==> config.mk <==
export PLATFORM = sky130hd
export DESIGN_NAME = fla_store
export DESIGN_NICKNAME = d
export VERILOG_FILES = /design/src/design/fla_store.sv
export SDC_FILE = /design/constraint.sdc
export NUM_CORES = 2
export LEC_CHECK = 0
export ABC_CLOCK_PERIOD_IN_PS = 6580
export BUFFER_PORTS_ARGS = -buffer_cell sky130_fd_sc_hd__buf_2
export CELL_PAD_IN_SITES_DETAIL_PLACEMENT = 2
export CELL_PAD_IN_SITES_GLOBAL_PLACEMENT = 2
export CORE_MARGIN = 5
export CORE_UTILIZATION = 25
export CTS_CLUSTER_SIZE = 30
export DETAILED_ROUTE_END_ITERATION = 6
export PLACE_DENSITY_LB_ADDON = 0.3
export REMOVE_ABC_BUFFERS = 1
export SLEW_MARGIN = 20
export SYNTH_ARGS = -nofsm -noshare
export SYNTH_HDL_FRONTEND = slang
export SYNTH_MEMORY_MAX_BITS = 65536
export SYNTH_SLANG_ARGS = --single-unit
==> constraint.sdc <==
create_clock -name clk_i -period 6.58 [get_ports clk_i]
set_input_delay 0.658 -clock clk_i [delete_from_list [all_inputs] [get_ports clk_i]]
set_output_delay 0.658 -clock clk_i [all_outputs]
set_load 0.01 [all_outputs]
==> src/design/fla_store.sv <==
`timescale 1ns / 1ps
// ----------------------------------------------------------------------------
// fla_store
// Extent table: one write port, one read port, registered read data.
// ----------------------------------------------------------------------------
module fla_store #(
  parameter int DEPTH = 64,
  parameter int AW    = 6,
  parameter int LW    = 33
) (
  input  logic          clk_i,
  input  logic          we_i,
  input  logic [AW-1:0] waddr_i,
  input  logic [LW-1:0] woff_i,
  input  logic [LW-1:0] wlen_i,
  input  logic          re_i,
  input  logic [AW-1:0] raddr_i,
  output logic [LW-1:0] roff_o,
  output logic [LW-1:0] rlen_o
);

  logic [2*LW-1:0] mem_q [DEPTH];
  logic [2*LW-1:0] rd_q;

  always_ff @(posedge clk_i) begin
    if (we_i) begin
      mem_q[waddr_i] <= {wlen_i, woff_i};
    end
    if (re_i) begin
      rd_q <= mem_q[raddr_i];
    end
  end

  assign roff_o = rd_q[LW-1:0];
  assign rlen_o = rd_q[2*LW-1:LW];

endmodule

==> flow_summary_export.csv <==
group,metric,value,unit
clock_tree,cts_tree,"done",
detailed_routing,drtPass1Iterations,7,
detailed_routing,wire_per_inst,32.7,microns
synth,ys.flop_type,"edfxtp_1",
clock_tree,worstSkewPairLatency,1.01,ns
floorplan,initial_core_util,0.250,
place,place_congestion,0.741,
synth,ys_seq_area_frac,0.799,
clock_tree,cts_buffers,431,
finish,ff_latch_area,129000,sq um
synth,synth_top_area_share,0.799,
synth,ys_warn_count,0,
power,swShare,0.219,
clock_tree,cts-root-buf,"clkbuf_16",
hold_path,min_to,"mem_q[29][12]",
floorplan,ioPinCount,147,
finish,syn2layout_area_growth,16.8,%
critical_path,crit_type,"input pin to flip-flop",
hold_path,hold_path_class,"input pin to flip-flop",
power,peakVddDrop,215,uV
synth,synth-edff-count,4290,
run,cap_violations,0,
synth,synth.area.top_cells,"edfxtp_1, mux4_2, o22ai_1, mux2i_1, a211oi_1",
place,placedCellCount,15500,
clock_tree,cts_resized,0,
synth,ys_ff_latch,4290,
floorplan,die_h,813,microns
synth,synth.most_common_cell,"edfxtp_1",
floorplan,dieArea,661000,sq um
power,seqPwrFrac,0.529,
clock_tree,cts.sinks,4290,
sta,slew_viol_final,0,
sta,setup_viol,0,
clock_tree,cts_buffer_depth,4,
floorplan,core,644000,sq um
power,cellLeakagePower,0.0564,uW
floorplan,fp.dieW,813,microns
sta,tns,0,ns
critical_path,crit_fanout,59,
sta,fmax,305,MHz
synth,synth_common_cells,"edfxtp_1, mux4_2, o22ai_1, clkbuf_1, nor2_1",
floorplan,rows,295,
detailed_routing,dr_total_vias,78600,
sta,maxSlewHeadroom,0.232,
sta,fin_crit_sh,0.498,
finish,stdcell_area,188000,sq um
critical_path,worst_path_most_repeated_cell,"buf_4",
place,hpwl,297000,microns
detailed_routing,ant_nets,0,
sta,whs,0.128,ns
critical_path,crit_slowest_cell,"buf_4",
power,pwr-share-clk,0.425,
clock_tree,cts-hold-fix-buffers,0,
run_status,outcome,"completed",
hold_path,whs_path_depth,1,
global_route,antenna_found_initial,65,
critical_path,worstPathCellList,"buf_8 -> buf_4 -> buf_4 -> mux2i_1 -> a22oi_1 -> a31oi_1 -> o211ai_1 -> and3_1",
sta,finalCriticalPeriod,3.27,ns
power,p_comb_frac,0.046,
synth,synthArstFlopShare,0,
detailed_routing,wl,533000,microns
clock_tree,cts.htree.levels,5,
place,portBuffers,146,
critical_path,worst_setup_path_start_kind,"input pin",
sta,hold_viol,0,
power,powerDensity,306,nW/um^2
power,p_int,44900,uW
finish,stdcell_count,16300,
synth,synth.distinct_cells,35,
global_route,grt_overflow,0,
finish,nFillCells,64100,
critical_path,worstReg2RegStart,"mem_q[51][59]",
synth,syn-cell-area,161000,sq um
global_route,grt_use_total,0.158,
finish,fin_nets,7398,
detailed_routing,drt-initial-drc-count,8033,
sta,fin_worst_skew,0.0503,ns
critical_path,required,7.34,ns
power,power.switching,12600,uW
sta,rsz0062_at_grt,"false",
sta,setup_slack,3.31,ns
detailed_routing,remaining_drc_errors,0,
hold_path,holdCritStartpoint,"woff_i[12]",
critical_path,cp_slowest_stage_delay,0.85,ns
global_route,grt_pass1_wl,734000,microns
sta,worst_pin_slew,1.15,ns
finish,drive_gt1_frac,0.278,
critical_path,r2r_slack,4.37,ns
critical_path,reg2regPathDepth,5,
place,placed_cell_area,174000,sq um
clock_tree,cts.clk_slew.worst_paths,0.06,ns
critical_path,cp.arrival,4.04,ns
synth,syn_inst,6852,
clock_tree,cts_setup_buffers,0,
place,dp_slack,2.29,ns
detailed_routing,viasPerCell,4.82,
synth,postSynthAreaPerCell,23.5,sq um
critical_path,endpoint_kind,"flip-flop",
global_route,grt_max_degree,117,
finish,multiInputGateArea,31000,sq um
synth,yosysTopAreaCell,"edfxtp_1",
global_route,grt_pass1_vias,85100,
critical_path,rr_endpoint,"rd_q[59]",
[through the flow]
stage | power, uW | utilization
6_report | 57500 | 0.292
5_1_grt | 59500 | 0.292
4_1_cts | 58200 | 0.292
3_5_place_dp | 33700 | 0.270
3_3_place_gp | 33600 | 0.270
2_1_floorplan | 32000 | -
[sequential cells by signal (all words and copies together) (netlist names)]
name   flops
mem_q   4224
rd_q      66
[logic make-up (layout without fill, tap and decap cells)]
| kind of cell | Yosys count | in the layout | synth area share |
|---|---|---|---|
| AO/OA/AOI/OAI | 634 | 634 | 0.0277 |
| buffers and inverters | 399 | 1223 | 0.0120 |
| flip-flops | 4290 | 4290 | 0.799 |
| multiplexers | 1118 | 1118 | 0.148 |
| other | 0 | 9 | 0 |
| AND/OR/NAND/NOR | 411 | 411 | 0.0131 |
[power groups by stage]
stage | logic, uW | clock network (uW) | registers (uW)
floorplan | 1050 | 0 | 31000
global placement | 2610 | 0 | 31000
detailed placement | 2690 | 0 | 31000
CTS | 2690 | 25100 | 30500
global route | 2810 | 26200 | 30400
finish | 2640 | 24400 | 30400
[cell type report]
cell class	instances	share of cell area
Timing Repair Buffer	431	0.0203
Antenna cell	9	0.000120
Sequential cell	4290	0.684
Tap cell	8613	0.0573
Clock buffer	533	0.0602
Multi-Input combinational cell	2163	0.165
Clock inverter	259	0.0129
[critical path: cells and delay by family]
family	cells	cell delay (ns)
simple gates	1	0.18
buf+inv	3	1.99
compound gates	3	0.58
mux	1	0.28
[worst max path at each step]
stage	slack, ns	to	cells after the start	startpoint
global placement	2.29	rd_q[48]	8	raddr_i[2]
detailed placement	2.29	rd_q[62]	8	raddr_i[2]
floorplan	0.52	mem_q[48][0]	3	we_i
CTS	3.42	rd_q[62]	8	raddr_i[2]
finish	3.31	rd_q[62]	8	raddr_i[2]
global route	3.30	rd_q[62]	8	raddr_i[2]
[layout by cell type, fill, tap and decap left out, types with 57 or more instances in the layout]
cell / netlist / final
clkinv_2: 0 / 66
clkbuf_16: 0 / 439
buf_2: 104 / 95
buf_12: 0 / 60
mux2i_1: 102 / 102
edfxtp_1: 4290 / 4290
mux4_2: 1009 / 1009
clkinv_1: 0 / 108
clkbuf_1: 194 / 94
nor2_1: 120 / 57
o221ai_1: 66 / 66
o22ai_1: 318 / 318
nor2b_1: 89 / 84
buf_4: 49 / 268
a211oi_1: 106 / 106
nor2_4: 0 / 62
[layer usage]
metal / GRT usage / routed length, microns / up-vias
met3: 0.0232 / 29600 / 714
met2: 0.275 / 270000 / 2482
li1: - / - / 30700
met1: 0.207 / 220000 / 44800
met4: 0.0385 / 13600 / 26
met5: 0 / 149 / -
(Power assumes the default switching activity.)
