[src/design/fla_pkg.sv]
`timescale 1ns / 1ps
// ----------------------------------------------------------------------------
// fla_pkg
// Shared codes and types of the free-list allocator.
// ----------------------------------------------------------------------------
package fla_pkg;

  // fit strategy register codes (code 3 acts as first fit)
  localparam logic [1:0] FIT_FIRST = 2'd0;
  localparam logic [1:0] FIT_BEST  = 2'd1;
  localparam logic [1:0] FIT_WORST = 2'd2;

  // result status codes
  localparam logic [1:0] ST_OK    = 2'd0;
  localparam logic [1:0] ST_ZERO  = 2'd1;
  localparam logic [1:0] ST_NOFIT = 2'd2;
  localparam logic [1:0] ST_FULL  = 2'd3;

  // request kinds
  localparam logic MODE_ALLOC = 1'b0;
  localparam logic MODE_FREE  = 1'b1;

  // control from the sequencer to the statistics unit
  typedef struct packed {
    logic clr;
    logic acc;
  } stat_ctl_t;

endpackage

[src/design/fla_stats.sv]
`timescale 1ns / 1ps
// ----------------------------------------------------------------------------
// fla_stats
// Running sum and maximum of extent lengths, saturated to 32 bits.
// ----------------------------------------------------------------------------
module fla_stats
  import fla_pkg::*;
#(
  parameter int LW = 33,
  parameter int TW = 40
) (
  input  logic          clk_i,
  input  logic          rst_ni,
  input  stat_ctl_t     ctl_i,
  input  logic [LW-1:0] len_i,
  output logic [31:0]   total_o,
  output logic [31:0]   largest_o
);

  logic [TW-1:0] tot_q, tot_d;
  logic [LW-1:0] max_q, max_d;

  always_comb begin
    tot_d = tot_q;
    max_d = max_q;
    if (ctl_i.clr) begin
      tot_d = '0;
      max_d = '0;
    end else if (ctl_i.acc) begin
      tot_d = tot_q + TW'(len_i);
      if (len_i > max_q) begin
        max_d = len_i;
      end
    end
  end

  always_ff @(posedge clk_i or negedge rst_ni) begin
    if (!rst_ni) begin
      tot_q <= '0;
      max_q <= '0;
    end else begin
      tot_q <= tot_d;
      max_q <= max_d;
    end
  end

  assign total_o   = ((tot_q >> 32) != '0) ? 32'hFFFF_FFFF : 32'(tot_q);
  assign largest_o = ((max_q >> 32) != '0) ? 32'hFFFF_FFFF : 32'(max_q);

endmodule

[config.mk]
export PLATFORM = sky130hd
export DESIGN_NAME = fla_stats
export DESIGN_NICKNAME = d
export VERILOG_FILES = /design/src/design/fla_pkg.sv /design/src/design/fla_stats.sv
export SDC_FILE = /design/constraint.sdc
export NUM_CORES = 1
export LEC_CHECK = 0
export BUFFER_PORTS_ARGS = -buffer_cell sky130_fd_sc_hd__clkbuf_2
export CORE_ASPECT_RATIO = 0.7
export CORE_MARGIN = 1.5
export CORE_UTILIZATION = 63
export CTS_CLUSTER_SIZE = 40
export DETAILED_ROUTE_END_ITERATION = 6
export GPL_TIMING_DRIVEN = 0
export PLACE_DENSITY = 0.87
export SYNTH_ARGS = -nofsm -noshare
export SYNTH_HDL_FRONTEND = slang
export SYNTH_SLANG_ARGS = --single-unit
[constraint.sdc]
create_clock -name clk_i -period 8.4 [get_ports clk_i]
set_clock_uncertainty 0.15 [all_clocks]
set_input_delay 2.52 -clock clk_i [delete_from_list [all_inputs] [get_ports clk_i]]
set_output_delay 2.52 -clock clk_i [all_outputs]
set_load 0.05 [all_outputs]
==> run_results.csv <==
group,metric,value,unit
layout,nets,968,
power_and_ir_drop,max-vdd-ir-drop,0.000206,V
layout,diodes,0,
clock_tree,postCtsSetupBuffers,0,
logic_synthesis,yosys-top-cells-count,"dfrtp_1, nand2b_1, ha_1, nand2_1, mux2i_1",
place,port_buffers,99,
critical_path,cp_data_arrival_time,5.23,ns
critical_path,path_class,"in2reg",
timing,rsz0062_at_grt,"no",
layout,area_growth,15.1,%
clock_tree,cts_hold_buf,0,
clock_tree,insertion_delay,0.34,ns
timing,hold_viol,0,
logic_synthesis,synth_top_family_by_area,"simple AND/OR/NAND/NOR gates",
logic_synthesis,synth.most_common_cell,"dfrtp_1",
global_route,antenna_found_initial,0,
power_and_ir_drop,total_power,0.00188,W
clock_tree,cts_buffers,9,
layout,final_util,75.6,%
layout,layout-drive-gt1-share,18.9,%
critical_path,crit_fanout,5,
drt,drtIter0Drc,514,
timing,min_period,5.14,ns
power_and_ir_drop,leakage,3.84,nW
run,drv_cap,0,
clock_tree,clk_pin_slew,0.06,ns
timing,worst_slew_pin_slew,0.763,ns
timing,fmax,194,MHz
logic_synthesis,ys.flop_type,"dfrtp_1",
logic_synthesis,synthCells,753,
drt,wl,18.8,mm
die,start_util,65.7,%
timing,setup_viol,0,
logic_synthesis,ys_warn_count,0,
layout,nFillCells,735,
clock_tree,post_cts_resized,0,
critical_path,startpoint_type,"input port",
logic_synthesis,ys_top_cells_by_area,"dfrtp_1, ha_1, mux2i_1, nand2b_1, nand2_1",
drt,drc_errors,0,
logic_synthesis,synthArstFlopShare,100,%
logic_synthesis,synth_compound_area_share,17.6,%
die,pin_count,101,
timing,fin_crit_sh,61.2,%
logic_synthesis,synthAdderAreaFrac,13.1,%
place,hpwl,14.4,mm
place,placed_area,7120,um^2
global_route,grt_pass1_vias,6078,
clock_tree,cts_buffer_depth,2,
critical_path,worstPathRequired,8.48,ns
place,place_congestion,0.956,
min_path,hold_class,"reg2reg",
logic_synthesis,synth_seq_cells,73,
power_and_ir_drop,powerDensity,254,nW/um^2
global_route,grt_max_degree,50,
global_route,grt_pass1_wl,29.8,mm
clock_tree,htreeDepth,3,
logic_synthesis,avgSynthCellArea,8.54,um^2
drt,drt-wirelength-per-cell,18.9,um
logic_synthesis,yosysUniqueCellTypes,62,
global_route,grtUsageTotal,35.8,%
clock_tree,cts_tree,"done",
drt,vias,6140,
die,die-width,124,um
drt,vias_per_cell,6.16,
logic_synthesis,yosysTopAreaCell,"dfrtp_1",
drt,drtAntennaViolNets,0,
die,die_area,10800,um^2
die,row_count,30,
clock_tree,clockRootBuffer,"clkbuf_16",
logic_synthesis,synth-edff-count,0,
logic_synthesis,synth_simple_gate_area_share,23.6,%
timing,maxSlewViolCount,0,
timing,fin_setup_tns,0,ns
logic_synthesis,yosys.area.top_type_share,28.4,%
logic_synthesis,synth_xor_area_share,3.68,%
clock_tree,clock_sinks,73,
outcome,status,"completed",
logic_synthesis,synth_nets,857,
logic_synthesis,netlist_area,6430,um^2
die,die_h,87.6,um
logic_synthesis,synth.area.mux_share,8.77,%
layout,fin_area,7410,um^2
logic_synthesis,ys_seq_area_share,28.4,%
global_route,grt-ovfl-total,0,
timing,slew_headroom,49.1,%
critical_path,setup.worst_path.end_class,"register",
die,core,9800,um^2
drt,dr.pass1.iters,5,
==> per-layer routing <==
metal	share of wire, %	vias up	track usage [%]
li1	-	2865	-
met1	43	2938	49.7
met2	45	301	57.4
met3	10	36	7.75
met4	1.5	0	8.57
met5	0	-	0
==> report_power, final <==
group	total [W]	leakage, nW	internal, W	switching, W
registers	0.000434	0.975	0.000398	0.0000366
logic	0.00106	2.72	0.000324	0.000736
clock network	0.000385	0.139	0.000230	0.000155
total	0.00188	3.84	0.000951	0.000928
==> logic make-up after synthesis <==
group,after synthesis
adders and majority gates,67
xor gates and xnor gates,27
muxes,56
and+or+nand+nor,288
DFF,73
AOI/OAI and AO/OA,163
buffers and inverters,79
==> worst max-delay path: stages <==
cell and delay, ns:
clkbuf_2 0.13, ha_1 0.24, fa_1 0.41, a21o_1 0.22, a221oi_4 0.32, o21ai_2 0.19
a311oi_4 0.43, nor2_1 0.07, a311oi_1 0.38, xnor2_1 0.11, a22o_1 0.21
==> final cells by class <==
cell class              count  area (um^2)  share of cell area [%]
multi-input cells         601         4300                    58.0
well taps                 128          160                    2.16
repair buffers            100          526                    7.09
inverters                  40          150                    2.03
clock buffers              11          233                    3.14
flip-flops and latches     73         1830                    24.7
plain buffers              39          158                    2.13
clock inverters             5         56.3                   0.760
==> cells in the final DEF, fill, tap and decap left out, types with 3 or more instances in the layout <==
| cell | count |
|---|---|
| nand3b_1 | 3 |
| o31ai_1 | 5 |
| nor2b_1 | 9 |
| a31oi_1 | 7 |
| a21oi_1 | 42 |
| nand2_1 | 64 |
| o21ai_0 | 26 |
| nand2b_1 | 69 |
| dfrtp_1 | 73 |
| ha_1 | 66 |
| clkbuf_1 | 37 |
| nand4_1 | 15 |
| nand3_1 | 11 |
| and4_1 | 3 |
| clkbuf_16 | 9 |
| nor2_1 | 52 |
| a32o_1 | 3 |
| inv_1 | 40 |
| o21a_1 | 8 |
| a22o_1 | 6 |
| buf_4 | 3 |
| nor3_1 | 3 |
| and3_1 | 7 |
| or3_1 | 3 |
| nor4_1 | 6 |
| xor2_1 | 11 |
| clkbuf_2 | 98 |
| or2_2 | 38 |
| mux2i_1 | 53 |
| xnor2_1 | 16 |
| a21o_1 | 31 |
| a211oi_1 | 4 |
==> final timing paths <==
check / start / slack [ns] / endpoint / cells past startpoint
min in group asynchronous: rst_ni / 1.97 / tot_q[10] / 1
max: len_i[0] / 3.26 / tot_q[24] / 11
max in group asynchronous: rst_ni / 5.54 / max_q[26] / 2
min: tot_q[28] / 0.37 / tot_q[28] / 1
min reg2reg: tot_q[28] / 0.37 / tot_q[28] / 1
max reg2reg: max_q[32] / 5.15 / max_q[23] / 11
==> state kept, by name (all words and copies together), names as in the netlist <==
register	count
max_q	33
tot_q	40
==> metrics by stage <==
| stage | instances | hold slack (ns) | setup WS (ns) |
|---|---|---|---|
| after floorplan | 753 | 0.334 | 3.42 |
| final | 997 | 0.372 | 3.26 |
| after detailed placement | 981 | 0.355 | 2.98 |
| after global placement | 980 | 0.348 | 3.01 |
| after global routing | 997 | 0.384 | 3.18 |
| after CTS | 997 | 0.368 | 3.32 |
(Power assumes the default switching activity.)
